--- config.mk ---
export PLATFORM = sky130hd
export DESIGN_NAME = shader_token_comment_scanner
export DESIGN_NICKNAME = d
export VERILOG_FILES = /design/src/design/stc_pkg.sv /design/src/design/shader_token_comment_scanner.sv /design/src/design/stc_scan_core.sv
export SDC_FILE = /design/constraint.sdc
export NUM_CORES = 1
export LEC_CHECK = 0
export ABC_AREA = 1
export BUFFER_PORTS_ARGS = -buffer_cell sky130_fd_sc_hd__buf_2
export CORE_MARGIN = 10
export CORE_UTILIZATION = 60
export DETAILED_ROUTE_END_ITERATION = 10
export PLACE_DENSITY = 0.88
export SKIP_LAST_GASP = 1
export SLEW_MARGIN = 20
export SYNTH_ARGS = -nofsm -noshare
export SYNTH_HDL_FRONTEND = slang
export SYNTH_HIERARCHICAL = 1
export SYNTH_SLANG_ARGS = --single-unit
--- constraint.sdc ---
create_clock -name clk -period 10.6 [get_ports clk]
set_input_delay 0 -clock clk [delete_from_list [all_inputs] [get_ports clk]]
set_output_delay 0 -clock clk [all_outputs]
set_load 0.005 [all_outputs]
--- src/design/stc_pkg.sv ---
// ----------------------------------------------------------------------------
// stc_pkg
// Shared types and constants for the shader token comment scanner: scan
// phases, result codes, shader type codes and the result word layout.
// ----------------------------------------------------------------------------
package stc_pkg;

    localparam int unsigned IDX_W   = 18;
    localparam int unsigned SIZE_W  = 16;
    localparam int unsigned BYTES_W = 20;
    localparam int unsigned TOKEN_W = 32;

    localparam logic [IDX_W-1:0] IDX_MAX = {IDX_W{1'b1}};

    typedef enum logic [1:0] {
        PH_VERSION = 2'd0,
        PH_SCAN    = 2'd1,
        PH_COMMENT = 2'd2,
        PH_DONE    = 2'd3
    } phase_t;

    // result codes
    localparam logic [2:0] ST_FOUND       = 3'd0;
    localparam logic [2:0] ST_BAD_VERSION = 3'd1;
    localparam logic [2:0] ST_END_TOKEN   = 3'd2;
    localparam logic [2:0] ST_BAD_SIZE    = 3'd3;
    localparam logic [2:0] ST_NOT_FOUND   = 3'd4;

    // shader kinds
    localparam logic [1:0] KIND_UNKNOWN = 2'd0;
    localparam logic [1:0] KIND_VERTEX  = 2'd1;
    localparam logic [1:0] KIND_PIXEL   = 2'd2;

    // type codes in the high half of the version token
    localparam logic [15:0] TYPE_FX      = 16'h4658;
    localparam logic [15:0] TYPE_TX      = 16'h5458;
    localparam logic [15:0] TYPE_RSV_A   = 16'h7FFE;
    localparam logic [15:0] TYPE_RSV_B   = 16'h7FFF;
    localparam logic [15:0] TYPE_VERTEX  = 16'hFFFE;
    localparam logic [15:0] TYPE_PIXEL   = 16'hFFFF;

    // special tokens
    localparam logic [31:0] END_TOKEN    = 32'h0000_FFFF;
    localparam logic [15:0] COMMENT_CODE = 16'hFFFE;

    // configuration register indexes
    localparam logic CFG_STREAM_BYTES = 1'b0;
    localparam logic CFG_SEARCH_MAGIC = 1'b1;

    localparam logic [31:0] MAGIC_RESET = 32'h4354_4142;

    typedef struct packed {
        logic [2:0]       status;
        logic [1:0]       shader_kind;
        logic [7:0]       version_major;
        logic [7:0]       version_minor;
        logic [IDX_W-1:0] payload_word_offset;
        logic [IDX_W-1:0] payload_bytes;
    } result_t;

endpackage

--- src/design/shader_token_comment_scanner.sv ---
// ----------------------------------------------------------------------------
// shader_token_comment_scanner
// Scans a stream of shader bytecode words for a comment whose first word
// matches a configured magic, and reports its payload position and size.
// ----------------------------------------------------------------------------
// Usage:
//   input channel  in_valid / in_stall, one bytecode word (token, last) each
//   output channel out_valid / out_stall, at most one result word per buffer
//   config channel cfg_valid / cfg_ready, cfg_index 0 = stream_bytes,
//     1 = search_magic; cfg_ready is always high, write only while idle
// One word is taken every cycle while in_stall is low. A word is held in the
// input register, then the step logic updates the scan state and, on a
// decision or on the last word, loads the result register that drives
// out_valid; while that register is stalled the word waits in the input register.
// The input register refills in the same cycle the held word moves on, so
// a held result only blocks the input while the receiver stalls it.
// After a decision the remaining words up to last are consumed silently;
// last always rearms the scan for a new version token.
// Reset clears the scan state, stream_bytes to zero and search_magic to
// the four characters CTAB.
// ----------------------------------------------------------------------------
module shader_token_comment_scanner (
    input  logic        clk,
    input  logic        rst_n,
    // bytecode words
    input  logic        in_valid,
    output logic        in_stall,
    input  logic [31:0] token,
    input  logic        last,
    // results
    output logic        out_valid,
    input  logic        out_stall,
    output logic [2:0]  status,
    output logic [1:0]  shader_kind,
    output logic [7:0]  version_major,
    output logic [7:0]  version_minor,
    output logic [17:0] payload_word_offset,
    output logic [17:0] payload_bytes,
    // configuration
    input  logic        cfg_valid,
    output logic        cfg_ready,
    input  logic        cfg_index,
    input  logic [31:0] cfg_data
);

    logic                                in_valid_reg;
    logic [stc_pkg::TOKEN_W-1:0]         token_reg;
    logic                                last_reg;
    logic                                out_valid_reg;
    stc_pkg::result_t                    result_reg;
    logic [stc_pkg::BYTES_W-1:0]         stream_bytes_reg;
    logic [stc_pkg::TOKEN_W-1:0]         search_magic_reg;

    logic                                advance;
    logic                                load_in;
    logic                                emit;
    stc_pkg::result_t                    result;

    // held word moves on whenever the result register can take a word
    assign advance  = in_valid_reg && (!out_valid_reg || !out_stall);
    assign in_stall = in_valid_reg && !advance;
    assign load_in  = in_valid && !in_stall;
    assign cfg_ready = 1'b1;

    always_ff @(posedge clk or negedge rst_n)
    begin
        if (!rst_n)
            in_valid_reg <= 1'b0;
        else if (load_in)
            in_valid_reg <= 1'b1;
        else if (advance)
            in_valid_reg <= 1'b0;
    end

    always_ff @(posedge clk)
    begin
        if (load_in)
        begin
            token_reg <= token;
            last_reg  <= last;
        end
    end

    always_ff @(posedge clk or negedge rst_n)
    begin
        if (!rst_n)
        begin
            stream_bytes_reg <= '0;
            search_magic_reg <= stc_pkg::MAGIC_RESET;
        end
        else if (cfg_valid && cfg_ready)
        begin
            case (cfg_index)
                stc_pkg::CFG_STREAM_BYTES: stream_bytes_reg <= cfg_data[stc_pkg::BYTES_W-1:0];
                stc_pkg::CFG_SEARCH_MAGIC: search_magic_reg <= cfg_data;
                default:
                begin
                end
            endcase
        end
    end

    stc_scan_core u_core (
        .clk          (clk),
        .rst_n        (rst_n),
        .fire         (advance),
        .token        (token_reg),
        .last         (last_reg),
        .stream_bytes (stream_bytes_reg),
        .search_magic (search_magic_reg),
        .emit         (emit),
        .result       (result)
    );

    always_ff @(posedge clk or negedge rst_n)
    begin
        if (!rst_n)
            out_valid_reg <= 1'b0;
        else if (advance && emit)
            out_valid_reg <= 1'b1;
        else if (!out_stall)
            out_valid_reg <= 1'b0;
    end

    always_ff @(posedge clk)
    begin
        if (advance && emit)
            result_reg <= result;
    end

    assign out_valid           = out_valid_reg;
    assign status              = result_reg.status;
    assign shader_kind         = result_reg.shader_kind;
    assign version_major       = result_reg.version_major;
    assign version_minor       = result_reg.version_minor;
    assign payload_word_offset = result_reg.payload_word_offset;
    assign payload_bytes       = result_reg.payload_bytes;

endmodule

--- src/design/stc_scan_core.sv ---
// ----------------------------------------------------------------------------
// stc_scan_core
// Scan state and one-word step logic: version check, end and comment token
// decode, room check, magic compare, skipping of comment bodies.
// ----------------------------------------------------------------------------
module stc_scan_core (
    input  logic                              clk,
    input  logic                              rst_n,
    input  logic                              fire,
    input  logic [stc_pkg::TOKEN_W-1:0]       token,
    input  logic                              last,
    input  logic [stc_pkg::BYTES_W-1:0]       stream_bytes,
    input  logic [stc_pkg::TOKEN_W-1:0]       search_magic,
    output logic                              emit,
    output stc_pkg::result_t                  result
);

    stc_pkg::phase_t                 phase_reg, phase_next;
    logic [stc_pkg::IDX_W-1:0]       word_index_reg, word_index_next;
    logic [stc_pkg::SIZE_W-1:0]      skip_left_reg, skip_left_next;
    logic [stc_pkg::SIZE_W-1:0]      pending_size_reg, pending_size_next;
    logic [1:0]                      kind_reg, kind_next;
    logic [7:0]                      major_reg, major_next;
    logic [7:0]                      minor_reg, minor_next;

    logic [stc_pkg::IDX_W:0]         idx_plus1;
    logic                            readable;
    logic [stc_pkg::IDX_W:0]         room;
    logic [stc_pkg::SIZE_W-1:0]      size;
    logic [stc_pkg::SIZE_W-1:0]      skip_dec;
    logic                            was_done;
    logic                            decided;
    logic                            type_ok;
    logic [1:0]                      type_kind;

    assign idx_plus1 = {1'b0, word_index_reg} + {{stc_pkg::IDX_W{1'b0}}, 1'b1};
    // word i is readable when 4*(i+1) fits in the buffer
    assign readable  = {idx_plus1, 2'b00} <= {1'b0, stream_bytes};
    // words left after this one, valid only while readable
    assign room      = {1'b0, stream_bytes[stc_pkg::BYTES_W-1:2]} - idx_plus1;
    assign size      = token[31:16];
    assign skip_dec  = skip_left_reg - {{(stc_pkg::SIZE_W-1){1'b0}}, 1'b1};
    assign was_done  = (phase_reg == stc_pkg::PH_DONE);

    always_comb
    begin
        type_ok   = 1'b1;
        type_kind = stc_pkg::KIND_UNKNOWN;
        case (token[31:16])
            stc_pkg::TYPE_FX, stc_pkg::TYPE_TX,
            stc_pkg::TYPE_RSV_A, stc_pkg::TYPE_RSV_B: type_kind = stc_pkg::KIND_UNKNOWN;
            stc_pkg::TYPE_VERTEX:                     type_kind = stc_pkg::KIND_VERTEX;
            stc_pkg::TYPE_PIXEL:                      type_kind = stc_pkg::KIND_PIXEL;
            default:                                  type_ok   = 1'b0;
        endcase
    end

    always_comb
    begin
        phase_next          = phase_reg;
        word_index_next     = word_index_reg;
        skip_left_next      = skip_left_reg;
        pending_size_next   = pending_size_reg;
        kind_next           = kind_reg;
        major_next          = major_reg;
        minor_next          = minor_reg;
        decided             = 1'b0;
        result              = '0;
        result.status       = stc_pkg::ST_NOT_FOUND;

        case (phase_reg)
            stc_pkg::PH_VERSION:
            begin
                if (type_ok && (stream_bytes >= 20'd4))
                begin
                    kind_next  = type_kind;
                    major_next = token[15:8];
                    minor_next = token[7:0];
                    phase_next = stc_pkg::PH_SCAN;
                end
                else
                begin
                    kind_next     = stc_pkg::KIND_UNKNOWN;
                    major_next    = 8'd0;
                    minor_next    = 8'd0;
                    decided       = 1'b1;
                    result.status = stc_pkg::ST_BAD_VERSION;
                end
            end
            stc_pkg::PH_SCAN:
            begin
                if (!readable)
                begin
                    decided       = 1'b1;
                    result.status = stc_pkg::ST_NOT_FOUND;
                end
                else if (token == stc_pkg::END_TOKEN)
                begin
                    decided       = 1'b1;
                    result.status = stc_pkg::ST_END_TOKEN;
                end
                else if (token[15:0] == stc_pkg::COMMENT_CODE)
                begin
                    if ((size == '0) || ({3'b000, size} > room))
                    begin
                        decided       = 1'b1;
                        result.status = stc_pkg::ST_BAD_SIZE;
                    end
                    else
                    begin
                        pending_size_next = size;
                        skip_left_next    = size;
                        phase_next        = stc_pkg::PH_COMMENT;
                    end
                end
            end
            stc_pkg::PH_COMMENT:
            begin
                // first comment word carries the magic
                if ((skip_left_reg == pending_size_reg) && !readable)
                begin
                    decided       = 1'b1;
                    result.status = stc_pkg::ST_NOT_FOUND;
                end
                else if ((skip_left_reg == pending_size_reg) && (token == search_magic))
                begin
                    decided                    = 1'b1;
                    result.status              = stc_pkg::ST_FOUND;
                    result.payload_word_offset = idx_plus1[stc_pkg::IDX_W-1:0];
                    result.payload_bytes       = {skip_dec, 2'b00};
                end
                else
                begin
                    if (skip_left_reg != '0)
                        skip_left_next = skip_dec;
                    if ((skip_left_reg == '0) || (skip_dec == '0))
                        phase_next = stc_pkg::PH_SCAN;
                end
            end
            default:
            begin
            end
        endcase

        if (!was_done && (word_index_reg != stc_pkg::IDX_MAX))
            word_index_next = idx_plus1[stc_pkg::IDX_W-1:0];

        emit                 = decided || (last && !was_done);
        result.shader_kind   = kind_next;
        result.version_major = major_next;
        result.version_minor = minor_next;

        if (emit)
            phase_next = stc_pkg::PH_DONE;

        if (last)
        begin
            phase_next        = stc_pkg::PH_VERSION;
            word_index_next   = '0;
            skip_left_next    = '0;
            pending_size_next = '0;
            kind_next         = stc_pkg::KIND_UNKNOWN;
            major_next        = 8'd0;
            minor_next        = 8'd0;
        end
    end

    always_ff @(posedge clk or negedge rst_n)
    begin
        if (!rst_n)
        begin
            phase_reg        <= stc_pkg::PH_VERSION;
            word_index_reg   <= '0;
            skip_left_reg    <= '0;
            pending_size_reg <= '0;
            kind_reg         <= stc_pkg::KIND_UNKNOWN;
            major_reg        <= 8'd0;
            minor_reg        <= 8'd0;
        end
        else if (fire)
        begin
            phase_reg        <= phase_next;
            word_index_reg   <= word_index_next;
            skip_left_reg    <= skip_left_next;
            pending_size_reg <= pending_size_next;
            kind_reg         <= kind_next;
            major_reg        <= major_next;
            minor_reg        <= minor_next;
        end
    end

endmodule

Word level (Yosys, flattened, before mapping)
Cells that the tools add are included.

$add $sub $neg: 3. Magnitude comparators: 3. Bitwise logic cells: 3. Eq/ne operators: 32. Reduce and logical (&&, ||, !) cells: 40. Muxes and demuxes: 55.

Operators by type and width (number): $mux 16 (10); $eq 16x15->1 const B (4); $eq 16x16->1 const B (3); $logic_not 16->1 (3); $mux 8 (6); $mux 18 (2); $eq 32x16->1 const B (1); $eq 32x32->1 (1); $pmux 16 s2 (1); $mux 2 (13); $le 21x20->1 (1); $mux 3 (7); $ge 20x3->1 const B (1); $add 18x1->19 const B (1); $gt 16x19->1 (1); $sub 18x19->19 (1); $ne 18x18->1 const B (1); $eq 16x16->1 (1); $ne 4x3->1 const B (4); $ne 4x4->1 const B (4); $reduce_bool 16->1 (1); $sub 16x1->16 const B (1); $mux 1 (12); $ne 3x3->1 const B (4); 24 further kinds (52).

Bits of input ports: 71. Flip-flop bits (word level): 214.

Depth between registers and ports, before layout
Gate-level depths: netlist (run 1).

Depth in word-level cells: 12. Depth in mapped cells: 36. Depth with buffers taken out: 36.

By module
Netlist (run 1), hierarchy kept.

By module, submodules not included: stc_scan_core (cells each 1094, area an instance 7272.0 um^2, sequential area each 1751.7 um^2, times used 1); shader_token_comment_scanner (cells each 335, area an instance 4951.0 um^2, sequential area each 4066.4 um^2, times used 1).

Worst setup path after synthesis (run 1)
OpenSTA, ideal clock, no wires.

Kind: flip-flop to flip-flop. Start point: register u_core/word_index_reg[2] in the netlist's numbering. End point: register result_reg (netlist bit payload_bytes[0]), enable pin. Library setup time: 0.472 ns. Path slack: 4.074 ns. Cell stages (with the launch flop): 33. Required time: 10.128 ns. Period minus slack after synthesis: 6.526 ns. Arrival time: 6.053 ns. Cells stage by stage: dfrtp_1 inv_1 nor3_2 nand3_1 nor3_2 nand3_1 xor2_1 inv_1 ha_1 nand2_1 inv_1 a21oi_1 nand3_2 xnor2_1 ha_1 nand2_1 inv_1 nand2_1 nor2_1 nand2_1 nand3_1 nand2_1 nand2_1 nand2_1 nand2_1 nand3_2 o21bai_2 nand3_1 nand3_1 nor2_1 nand2_1 inv_1 nor2_1.

Cells in the longest elaborated chain, start to end: 11.

RTL lines: start: declaration (RTL line stc_scan_core.sv:19) `logic [stc_pkg::IDX_W-1:0] word_index_reg, word_index_next;`; start signal: assignment (RTL line stc_scan_core.sv:183) `word_index_reg <= word_index_next;`; $add 18x1->19 (*) (RTL line stc_scan_core.sv:36) `assign idx_plus1 = {1'b0, word_index_reg} + {{stc_pkg::IDX_W{1'b0}}, 1'b1};`; $sub 18x19->19 (RTL line stc_scan_core.sv:40) `assign room = {1'b0, stream_bytes[stc_pkg::BYTES_W-1:2]} - idx_plus1;`; $gt 16x19->1 (RTL line stc_scan_core.sv:104) `if ((size == '0) || ({3'b000, size} > room))`; $logic_or 1x1->1 (RTL line stc_scan_core.sv:104); $mux 1 (RTL line stc_scan_core.sv:104); $mux 1 (RTL line stc_scan_core.sv:102) `else if (token[15:0] == stc_pkg::COMMENT_CODE)`; $mux 1 (RTL line stc_scan_core.sv:97) `else if (token == stc_pkg::END_TOKEN)`; $mux 1 (RTL line stc_scan_core.sv:92) `if (!readable)`; $pmux 1 s3 (*) (RTL line stc_scan_core.sv:71) `case (phase_reg)`; $logic_or 1x1->1 (*) (RTL line stc_scan_core.sv:148) `emit = decided || (last && !was_done);`; net emit (RTL line shader_token_comment_scanner.sv:56) `logic emit;`; $logic_and 1x1->1 (*) (RTL line shader_token_comment_scanner.sv:127) `if (advance && emit)`; end signal: assignment (RTL line shader_token_comment_scanner.sv:128) `result_reg <= result;`; end: declaration (RTL line shader_token_comment_scanner.sv:50) `stc_pkg::result_t result_reg;`.

Mark *: on every way through the listed nets, which the timed path passes. The rest lies on a longest branch. A chain may end at the register's enable or synchronous reset.

Final worst setup path (run 1)
Start point: register u_core/word_index_reg[2] in the netlist's numbering. End point: register result_reg (netlist bit payload_bytes[8]), enable pin.

The elaborated chain is that of the path after synthesis.

==> results of run 1 <==
## metal layers
metal | vias up | global-route usage, % | routed length (µm)
met1 | 5242 | 32.74 | 13840
met5 | - | 0 | 0
li1 | 5053 | - | -
met4 | 0 | 11.80 | 1698
met3 | 138 | 5.688 | 3352
met2 | 647 | 45.17 | 17760
## final timing paths
check                           slack, ps                        to                startpoint
max in group asynchronous            9130      stream_bytes_reg[15]                     rst_n
worst min register to register        470      search_magic_reg[30]      search_magic_reg[30]
min in group asynchronous              90  u_core/skip_left_reg[11]                     rst_n
worst max-delay path                 4690          payload_bytes[8]  u_core/word_index_reg[2]
worst max register to register       4690          payload_bytes[8]  u_core/word_index_reg[2]
worst min-delay path                   40      search_magic_reg[18]                 cfg_index
## what timing repair did
item                                   4_1_cts  5_1_grt
hold buffers                                70        0
endpoints found under the hold margin      142        0
resized for setup                            0        0
## layout by cell type, fill, tap and decap left out, types with 10 or more instances in the layout
master and n:
sky130_fd_sc_hd__nand2_2 18, sky130_fd_sc_hd__o21ai_2 14, sky130_fd_sc_hd__xnor2_1 29, sky130_fd_sc_hd__o22ai_1 24, sky130_fd_sc_hd__xor2_1 42, sky130_fd_sc_hd__inv_1 186
sky130_fd_sc_hd__nand4_1 25, sky130_fd_sc_hd__nor3_1 24, sky130_fd_sc_hd__o21ai_0 74, sky130_fd_sc_hd__buf_2 128, sky130_fd_sc_hd__nand3_1 130, sky130_fd_sc_hd__nor4_1 13
sky130_fd_sc_hd__dfstp_2 10, sky130_fd_sc_hd__edfxtp_1 90, sky130_fd_sc_hd__ha_1 54, sky130_fd_sc_hd__dfrtp_1 114, sky130_fd_sc_hd__dlygate4sd3_1 70, sky130_fd_sc_hd__clkbuf_16 23
sky130_fd_sc_hd__nand2_1 338, sky130_fd_sc_hd__or2_2 12, sky130_fd_sc_hd__nor2_1 98, sky130_fd_sc_hd__a21oi_1 32
## through the flow
| stage | std cells | util [%] | total power [mW] |
|---|---|---|---|
| 6_report | 1898 | 71.63 | 3.112 |
| 5_1_grt | 1898 | 71.63 | 3.282 |
| 4_1_cts | 1898 | 71.61 | 3.078 |
| 3_5_place_dp | 1786 | 64.14 | 2.204 |
| 3_3_place_gp | 1786 | 64.13 | 2.172 |
| 2_1_floorplan | 1430 | - | 1.909 |
## power by group
group / leakage, nW / total (mW) / switching, mW / internal (mW)
registers: 2.46 / 1.19 / 0.144 / 1.04
logic: 3.91 / 1.07 / 0.693 / 0.374
clock network: 0.390 / 0.860 / 0.360 / 0.500
## Yosys cell counts (all sizes together)
cell	count	area, µm²
a211oi	1	7.510
a21boi	1	7.510
a21o	2	15.01
a21oi	37	211.5
a31oi	5	31.28
and2	1	6.260
and3	2	12.51
buf	30	260.3
clkbuf	19	71.32
conb	2	7.510
dfrtp	114	2853
dfstp	10	262.8
edfxtp	90	2703
fa	1	20.02
ha	54	675.7
inv	188	705.7
nand2	359	1415
nand3	135	700.7
nand3b	1	7.510
nand4	26	177.7
nor2	106	429.2
nor3	26	140.1
nor4	14	93.84
o211ai	3	22.52
o21ai	92	513.0
o21bai	3	26.27
o22ai	24	150.1
or2	12	75.07
xnor2	29	254.0
xor2	42	367.9
## critical path, delay by kind of cell (launching register included)
family	cells	cell delay, ps
simple gates	21	2690
buf+inv	6	940
fa+ha+maj	2	640
xor+xnor	2	470
flops	1	400
compound gates	2	330
## logic make-up after synthesis
| logic type | after synthesis | synth area share [%] |
|---|---|---|
| compound gates | 168 | 8.056 |
| xor+xnor | 71 | 5.087 |
| fa+ha+maj | 55 | 5.691 |
| buf+inv | 237 | 8.486 |
| flops | 214 | 47.60 |
| other cells | 2 | 0.06144 |
| simple gates | 682 | 25.02 |
## cell type report
class | count | area [µm²] | area share (%)
Sequential cell | 214 | 5818 | 40.27
Multi-Input combinational cell | 979 | 5384 | 37.27
Timing Repair Buffer | 205 | 1394 | 9.648
Inverter | 188 | 705.7 | 4.885
Clock buffer | 27 | 620.6 | 4.296
Tap cell | 270 | 337.8 | 2.338
Clock inverter | 15 | 186.4 | 1.290
==> results.md, run 1 <==
Clocking:
- The TritonCTS clock tree is built.
- Counting the buffers created by CTS gives 23.
- The sink count of the clock tree is 214.
- The clock root buffer is sky130_fd_sc_hd__clkbuf_16.
- Once the clock tree was built, the setup fixing pass inserted 0 buffers.
- The buffer depth of the longest clock path is 3.
- The later pin in the worst-skew pair is clocked with a latency of 540 ps.
- CTS built an H-tree with a depth of 1.
- The clock-pin slew of the registers on the worst-case setup and hold paths is 70 ps.

STA:
- The post-route clock skew is 25.21 ps.
- The final number of hold-violating endpoints is 0.
- Subtracting the final worst setup slack from the clock period gives 5914 ps.
- The total setup violations reported at the end of the flow is 0.
- The worst max-slew margin expressed relative to the limit is 35.09%.
- Setup repair after global routing left no endpoint under its margin.
- The setup total negative slack is 0 ps.
- On the final layout, the worst hold slack is 43.12 ps.
- Across all setup checks in the final design, the least slack found is 4686 ps.
- Static timing analysis puts the maximum clock frequency at 169.1 MHz.
- For the pin with the worst max-slew slack, the measured transition is 973.6 ps.
- The share of the clock period used by the worst path is 55.79%.
- The number of pins with negative max-slew slack in the final report was 0.

Yosys:
- The unique cell type count in the Yosys netlist is 49.
- The number of synthesized register bits is 214.
- Sequential elements use 47.60% of the synthesized area.
- After synthesis the cells add up to 0.01222 mm².
- The number of warning messages in the yosys log is 6.
- The post-synthesis average cell area is 8.554 µm².
- The cell count after synthesis came out at 1429.

Setup path:
- The depth of the most critical reg-to-reg path is 33.
- The delay of the slowest cell on the worst path is 570 ps.
- Of all nets on the critical path, the largest fanout is 36.
- The dominant cell type by count on the critical path is sky130_fd_sc_hd__nand2_1.
- The capturing element type of the critical path is a flop.
- The launching element type of the critical path is a flop.
- The library cell contributing the largest single delay on the critical path is sky130_fd_sc_hd__buf_4.
- The critical path arrival is 6070 ps.
- The critical path in this run is classified as reg2reg.
- The required time at the worst-slack endpoint is 10760 ps.

Floorplanning:
- The row count is 52.
- The overall die height is 162.7 µm.
- The number of top-level design ports is 131.
- The die span in x is 162.7 µm.
- The starting utilization of the core area is 60.60%.
- The die covers 0.02648 mm².
- The region available for standard cell placement spans 0.02017 mm².

Global routing:
- The first global-routing pass estimated 57230 µm of wire.
- Across every metal layer, demand over resource in global routing totals 26.88%.
- Entering global routing, the biggest net connects 70 pins.
- The leftover overflow at the end of global routing is 0.
- The initial antenna violation count is 0.
- The via count of the first global-routing pass came to 10770.

Route:
- In the final routed layout, each cell accounts on average for 19.31 µm.
- The number of vias per cell is 5.838.
- Detailed routing inserted a total of 11080 vias.
- The initial DRC count is 1088.
- The residual antenna-violating net count after detailed routing is 0.
- In the routed design, unresolved DRC markers number 0.
- The first-pass detailed-route iteration total is 6.
- The wire length reported by the detailed router is 36650 µm.

Hold path:
- The class of the most critical hold timing path is in2reg.
- The worst hold path passes through 3 cells.

Placed design:
- The worst setup slack after placement is 4863 ps.
- The last weighted congestion value of the routability-driven placer is 0.9296.
- The area after detailed placement is 0.01294 mm².
- The number of buffer cells added on primary ports is 129.
- The placed wire-length estimate is 23870 µm.

Finish:
- The filler cells instantiated in the layout total 1441.
- Summing all non-filler instances in the final layout gives an area of 0.01445 mm².
- The synthesis-to-layout area growth is 18.19%.
- The share of cells above drive strength 1 is 15.79%.
- The number of antenna diodes in the final layout is 0.
- In the final design database the tool counted 1737 nets.

Power and ir drop:
- The maximum resistive drop on vdd is 0.1834 mV.
- The power density normalized to cell area is 215.4 mW/mm².
- The static leakage power is 6.764 nW.

Job:
- The total of max-cap violations is 0.

Status:
- The flow ran to the end, and the final reports show no timing, DRC or antenna violations.
Power figures use the tool's default switching activity.
==> inputs of run 2 (changes only) <==
==> constraint.sdc (replaced) <==
create_clock -name clk -period 5.9 [get_ports clk]
set_input_delay 0 -clock clk [delete_from_list [all_inputs] [get_ports clk]]
set_output_delay 0 -clock clk [all_outputs]
set_load 0.005 [all_outputs]
==> run 2 against run 1 <==
Maximum frequency rose by 11%. Worst hold slack gained 15 ps. Routed wire length rose by 1.6%. Setup slack got worse by 4100 ps. Total power rose by 75%. Sequential share of layout area is 0.23 points higher. Clock skew increased by 8.4 ps. Critical path depth is the same. Die area did not move. Non-clock buffer count rose by 2. Combinational power rose by 80%. Global-route usage rose by 0.66 points.
==> results.md, run 2 (synthesis results as in run 1) <==
Power and ir drop:
- The power density normalized to cell area came to 379.1 mW/mm² (was 215.4 mW/mm²).
- The net switching component of the power is 2.104 mW (was 1.196 mW).
- The maximum resistive drop on vdd is 0.3101 mV (was 0.1834 mV).
- The static leakage power is 6.732 nW (was 6.764 nW).
- The fraction of power consumed by sequential logic is 39.1% (was 38.1%).
- The internal power of the cells is 3.341 mW (was 1.916 mW).
- The combinational power share is 35.4% (was 34.3%).
- The portion of total power attributed to the clock network is 25.5% (was 27.6%).
- The switching power share of the total is 38.65% (was 38.43%).

Setup path:
- The critical path arrival was 5460 ps (was 6070 ps).
- The launching element type of the critical path is a flop (unchanged).
- The library cell contributing the largest single delay on the critical path is sky130_fd_sc_hd__buf_4 (unchanged).
- The delay of the slowest cell on the worst path is 410 ps (was 570 ps).
- The dominant cell type by count on the critical path is sky130_fd_sc_hd__nand2_1 (unchanged).
- The category of the most critical setup path is reg2reg (unchanged).
- The required time at the worst-slack endpoint is 6050 ps (was 10760 ps).
- The biggest fanout along the worst timing path is 36 (unchanged).
- The capturing element type of the critical path was a flop (unchanged).

Clocking:
- The post-cts sizing count is 0 (unchanged).
- The CTS H-tree depth is 1 (unchanged).
- The TritonCTS clock tree was built (unchanged).
- The clock root buffer is sky130_fd_sc_hd__clkbuf_16 (unchanged).
- The clock-pin slew of the registers on the worst-case setup and hold paths came to 60 ps (was 70 ps).
- The latest clock arrival within the worst-skew pair is 530 ps (was 540 ps).
- The CTS buffer count came to 22 (was 23).
- The sink count of the clock tree is 214 (unchanged).
- The buffer depth of the longest clock path is 3 (unchanged).

Hold path:
- The class of the most critical hold timing path is in2async (was in2reg).

STA:
- The worst max-slew margin expressed relative to the limit came to 30.71% (was 35.09%).
- The post-route clock skew is 33.61 ps (was 25.21 ps).
- RSZ-0062 raised after global routing: false (unchanged).
- The post-layout minimum cycle time is 5315 ps (was 5914 ps).
- The transition time at the pin with the least slew margin is 1039 ps (was 973.6 ps).
- The final number of hold-violating endpoints is 0 (unchanged).
- The share of the clock period used by the worst path was 90.08% (was 55.79%).
- The total setup violations reported at the end of the flow is 0 (unchanged).
- The setup total negative slack is 0 ps (unchanged).
- The final worst-path setup slack is 585.5 ps (was 4686 ps).
- The number of pins with negative max-slew slack in the final report is 0 (unchanged).
- The highest clock frequency the design can meet is 188.2 MHz (was 169.1 MHz).

Placed design:
- The worst setup slack after placement is 712.6 ps (was 4863 ps).
- The last weighted congestion value of the routability-driven placer is 0.9615 (was 0.9296).
- The number of buffer cells added on primary ports is 129 (unchanged).
- The placed wire-length estimate is 24320 µm (was 23870 µm).

Route:
- The residual antenna-violating net count after detailed routing is 0 (unchanged).
- The wire length per cell after detailed routing was 19.61 µm (was 19.31 µm).
- The initial DRC count is 1129 (was 1088).
- The number of vias per cell is 5.816 (was 5.838).
- The wire length reported by the detailed router is 37230 µm (was 36650 µm).
- The via total after detailed routing is 11040 (was 11080).
- The first-pass detailed-route iteration total is 7 (was 6).
- The number of design rule violations left after detail routing came to 0 (unchanged).

Floorplanning:
- The overall die height is 162.7 µm (unchanged).
- The die span in x was 162.7 µm (unchanged).
- The number of top-level design ports was 131 (unchanged).
- The starting utilization of the core area is 60.60% (unchanged).
- The core region area was 0.02017 mm² (unchanged).
- The row count came to 52 (unchanged).
- The total die area came to 0.02648 mm² (unchanged).

Global routing:
- The overall track demand over capacity in global routing came to 27.54% (was 26.88%).
- The initial antenna violation count is 1 (was 0).
- The via count of the first global-routing pass is 10870 (was 10770).
- The pin count of the biggest net entering global routing is 77 (was 70).
- The leftover overflow at the end of global routing was 0 (unchanged).
- The global-route wire length before repair is 58540 µm (was 57230 µm).

Finish:
- The share of cells above drive strength 1 is 15.36% (was 15.79%).
- The net count reported at finish is 1738 (was 1737).
- The number of filler instances in the final layout is 1484 (was 1441).
- The most frequent standard cell in the layout excluding fill and tap cells was sky130_fd_sc_hd__nand2_1 (unchanged).
- The area of combinational cells with multiple inputs is 0.005379 mm² (was 0.005384 mm²).
- The synthesis-to-layout area growth came to 17.51% (was 18.19%).
- Commonest non-fill, non-tap cells in the layout: 338 x sky130_fd_sc_hd__nand2_1, 186 x sky130_fd_sc_hd__inv_1, 130 x sky130_fd_sc_hd__nand3_1 (unchanged).
- The area taken by flip-flops and latches is 0.005818 mm² (unchanged).

Status:
- Status: finished clean (unchanged).

Job:
- The total of max-cap violations is 0 (unchanged).
[run 2: cell count changes in the layout (fill, tap and decap cells not counted), sizes merged]
cell and change:
clkinvlp -2, buf +3, clkbuf +5, inv -4, bufinv -2, diode +1
dlygate4sd3 -1, clkinv +1
[run 2: routing by layer]
layer	part of all wire [%]	global-route usage [%]
met5	0	0
met2	49	46.10
met3	9.0	4.626
met4	4.8	12.30
met1	38	34.37
[run 2: cell type report]
class	instances	area share, %
antenna	1	0.01742
clock buffer	32	4.382
clock inverter	8	0.5923
inverter	188	4.913
multi-input combinational	979	37.45
sequential	214	40.51
tap	270	2.352
timing repair buffer	207	9.791
[run 2: stage by stage]
stage	area [µm²]	std cells	utilization (%)	hold slack [ps]	power, mW
after detailed placement	12960	1789	64.24	79.02	3.973
after floorplan	12230	1430	-	-295.6	3.427
after global routing	14360	1899	71.22	95.28	5.764
after CTS	14360	1898	71.20	33.30	5.384
after global placement	12960	1789	64.24	72.78	3.918
final	14360	1899	71.22	58.38	5.445
[run 2: final timing paths]
| check | startpoint | to | slack (ps) | cells past startpoint |
|---|---|---|---|---|
| worst max-delay path | u_core/word_index_reg[2] | payload_bytes[1] | 590 | 33 |
| max in group asynchronous | rst_n | stream_bytes_reg[15] | 4420 | 3 |
| worst min-delay path | rst_n | u_core/skip_left_reg[4] | 60 | 2 |
| worst max register to register | u_core/word_index_reg[2] | payload_bytes[1] | 590 | 33 |
| min in group clk | cfg_index | search_magic_reg[25] | 70 | 3 |
| worst min register to register | search_magic_reg[1] | search_magic_reg[1] | 470 | 2 |
[run 2: worst max-delay path: cells and delay by family (launching register included)]
family | cells | cell delay, ps
xor gates and xnor gates | 2 | 460
adders and majority gates | 2 | 640
and+or+nand+nor | 21 | 2240
buffers and inverters | 6 | 800
DFF | 1 | 390
AOI/OAI and AO/OA | 2 | 360
[run 2: power groups by stage]
| stage | Clock, mW | Sequential (mW) | Combinational [mW] |
|---|---|---|---|
| floorplan | 0 | 2.07 | 1.36 |
| global placement | 0 | 2.13 | 1.79 |
| detailed placement | 0 | 2.14 | 1.84 |
| CTS | 1.38 | 2.12 | 1.89 |
| global route | 1.46 | 2.15 | 2.15 |
| finish | 1.39 | 2.13 | 1.93 |
[run 2: timing repair]
action                                 4_1_cts  5_1_grt
setup buffers                                0        0
hold buffers                                69        0
endpoints found under the hold margin      135        0
==> inputs of run 3 (changes only) <==
--- a/config.mk
+++ b/config.mk
@@ -8,9 +8,9 @@
 export ABC_AREA = 1
 export BUFFER_PORTS_ARGS = -buffer_cell sky130_fd_sc_hd__buf_2
 export CORE_MARGIN = 10
-export CORE_UTILIZATION = 60
+export CORE_UTILIZATION = 40
 export DETAILED_ROUTE_END_ITERATION = 10
-export PLACE_DENSITY = 0.88
+export PLACE_DENSITY = 0.65
 export SKIP_LAST_GASP = 1
 export SLEW_MARGIN = 20
 export SYNTH_ARGS = -nofsm -noshare
==> run 3 against run 2 <==
Non-clock buffer count rose by 7. Register-to-register slack improved by 240 ps. Combinational power barely moved. Via count fell by 5.2%. Clock skew fell by 8.3 ps. Clock-buffer cell count fell by 2. Cell area rose by 2.1%. Setup slack improved by 240 ps. Utilization fell by 22 points. Critical path type unchanged. Highest routed layer unchanged.
==> results.md, run 3 (synthesis results as in run 1) <==
Finish:
- The synthesis-to-layout area growth is 19.95% (was 17.51%).
- The number of filler instances in the final layout is 2775 (was 1484).
- The area of combinational cells with multiple inputs is 0.005379 mm² (unchanged).
- The net count reported at finish is 1748 (was 1738).
- Commonest non-fill, non-tap cells in the layout: 338 x sky130_fd_sc_hd__nand2_1, 186 x sky130_fd_sc_hd__inv_1, 130 x sky130_fd_sc_hd__nand3_1 (unchanged).
- The share of cells above drive strength 1 is 15.72% (was 15.36%).
- The most frequent standard cell in the layout excluding fill and tap cells is sky130_fd_sc_hd__nand2_1 (unchanged).
- The number of inserted diodes is 0 (was 1).
- The area taken by flip-flops and latches is 0.005818 mm² (unchanged).

STA:
- The transition time at the pin with the least slew margin is 972.2 ps (was 1039 ps).
- RSZ-0062 raised after global routing: false (unchanged).
- The final number of hold-violating endpoints is 0 (unchanged).
- The number of pins with negative max-slew slack in the final report is 0 (unchanged).
- The post-route clock skew was 25.28 ps (was 33.61 ps).
- The total setup violations reported at the end of the flow is 0 (unchanged).
- The highest clock frequency the design can meet is 197.1 MHz (was 188.2 MHz).
- The worst max-slew margin expressed relative to the limit was 35.19% (was 30.71%).
- The final worst-path setup slack was 826.2 ps (was 585.5 ps).
- The post-layout minimum cycle time is 5074 ps (was 5315 ps).
- The setup total negative slack is 0 ps (unchanged).
- The share of the clock period used by the worst path is 86.00% (was 90.08%).

Setup path:
- The dominant cell type by count on the critical path is sky130_fd_sc_hd__nand2_1 (unchanged).
- The capturing element type of the critical path is a flop (unchanged).
- The required time at the worst-slack endpoint is 6100 ps (was 6050 ps).
- The category of the most critical setup path is reg2reg (unchanged).
- The startpoint of the lowest-slack register-to-register path is u_core/word_index_reg[2] (unchanged).
- The depth of the most critical reg-to-reg path is 33 (unchanged).
- The library cell contributing the largest single delay on the critical path is sky130_fd_sc_hd__dfrtp_1 (was sky130_fd_sc_hd__buf_4).
- The register-to-register setup slack is 830 ps (was 590 ps).
- The endpoint of the worst-slack reg-to-reg timing path is version_minor[6] (was payload_bytes[1]).
- The launching element type of the critical path is a flop (unchanged).
- The biggest fanout along the worst timing path is 39 (was 36).
- The critical path arrival is 5280 ps (was 5460 ps).
- The delay of the slowest cell on the worst path came to 390 ps (was 410 ps).

Route:
- The residual antenna-violating net count after detailed routing is 0 (unchanged).
- The initial DRC count is 731 (was 1129).
- The via total after detailed routing is 10480 (was 11040).
- The number of design rule violations left after detail routing was 0 (unchanged).
- The wire length reported by the detailed router is 35940 µm (was 37230 µm).
- The wire length per cell after detailed routing is 17.69 µm (was 19.61 µm).
- The first-pass detailed-route iteration total was 7 (unchanged).
- The number of vias per cell is 5.158 (was 5.816).

Power and ir drop:
- The power density normalized to cell area was 377.0 mW/mm² (was 379.1 mW/mm²).
- The static leakage power is 6.803 nW (was 6.732 nW).
- The maximum resistive drop on vdd is 0.2364 mV (was 0.3101 mV).

Floorplanning:
- The core region area came to 0.02987 mm² (was 0.02017 mm²).
- The total die area is 0.03795 mm² (was 0.02648 mm²).
- The starting utilization of the core area is 40.91% (was 60.60%).
- The die span in x is 194.8 µm (was 162.7 µm).
- The number of top-level design ports was 131 (unchanged).
- The row count is 63 (was 52).
- The overall die height is 194.8 µm (was 162.7 µm).

Status:
- Status: finished clean (unchanged).

Clocking:
- The latest clock arrival within the worst-skew pair is 550 ps (was 530 ps).
- The clock root buffer is sky130_fd_sc_hd__clkbuf_16 (unchanged).
- The buffer depth of the longest clock path was 3 (unchanged).
- The TritonCTS clock tree is built (unchanged).
- The CTS H-tree depth is 1 (unchanged).
- The sink count of the clock tree is 214 (unchanged).
- The clock-pin slew of the registers on the worst-case setup and hold paths is 60 ps (about the same).
- The CTS buffer count was 25 (was 22).

Global routing:
- The pin count of the biggest net entering global routing was 78 (was 77).
- The via count of the first global-routing pass is 10320 (was 10870).
- The initial antenna violation count was 0 (was 1).
- The leftover overflow at the end of global routing came to 0 (unchanged).
- The overall track demand over capacity in global routing came to 18.33% (was 27.54%).
- The global-route wire length before repair came to 56920 µm (was 58540 µm).

Job:
- The total of max-cap violations is 0 (unchanged).

Hold path:
- The class of the most critical hold timing path is in2async (unchanged).

Placed design:
- The worst setup slack after placement is 742.2 ps (was 712.6 ps).
- The number of buffer cells added on primary ports is 129 (unchanged).
- The last weighted congestion value of the routability-driven placer was 0.9061 (was 0.9615).
- The placed wire-length estimate is 26460 µm (was 24320 µm).
run 3: changes by cell type in the layout (fill, tap and decap cells not counted), sizes merged:
cell         delta
buf             +2
clkbuf          -2
clkinv          +6
clkinvlp        -1
diode           -1
dlygate4sd3     +5
inv             +3
run 3: through the flow:
step                      utilization (%)  total power, mW  std cells  area (µm²)  hold slack, ps
after floorplan                         -            3.427       1430       12230          -295.6
after global placement              43.92            3.981       1911       13120           78.00
after detailed placement            43.92            4.011       1911       13120           80.18
after CTS                           49.06            5.565       2031       14660           2.220
after global routing                49.08            5.904       2031       14660           51.32
final                               49.08            5.527       2031       14660           21.64
run 3: how the worst max path moves through the flow:
stage,start,end,slack [ps],cells past startpoint
finish,u_core/word_index_reg[2],version_minor[6],830,33
global route,u_core/word_index_reg[2],version_minor[2],90,33
CTS,u_core/word_index_reg[0],payload_bytes[11],730,27
detailed placement,u_core/word_index_reg[2],version_minor[6],740,33
global placement,u_core/word_index_reg[2],version_minor[6],860,33
floorplan,u_core/word_index_reg[2],payload_bytes[0],310,32
run 3: where the power goes:
group	switching (mW)	internal, mW	total, mW
sequential	0.248	1.87	2.12
combinational	1.24	0.679	1.91
clock	0.637	0.856	1.49
run 3: layout make-up:
class                      count  area share, %
clock buffer                  30          4.531
clock inverter                16         0.8961
inverter                     188          4.813
multi-input combinational    979          36.69
sequential                   214          39.68
tap                          390          3.328
timing repair buffer         214          10.06
run 3: metal layers:
layer	share of wire [%]	up-vias	global-route usage (%)
li1	-	5073	-
met1	43	5023	23.99
met2	48	327	30.71
met3	6.1	52	3.063
met4	2.1	0	4.706
met5	0	-	0
run 3: what timing repair did:
action | in CTS | in global routing
setup buffers | 0 | 0
setup endpoints to repair | 0 | 39
resized for setup | 0 | 1
hold buffers | 74 | 0
hold endpoints to repair | 134 | 0
run 3: critical path: cells and delay by family, from the launching register on:
family / cells / cell delay (ps)
simple gates: 21 / 2170
buf+inv: 6 / 700
fa+ha+maj: 2 / 640
xor+xnor: 2 / 460
flops: 1 / 390
compound gates: 2 / 320
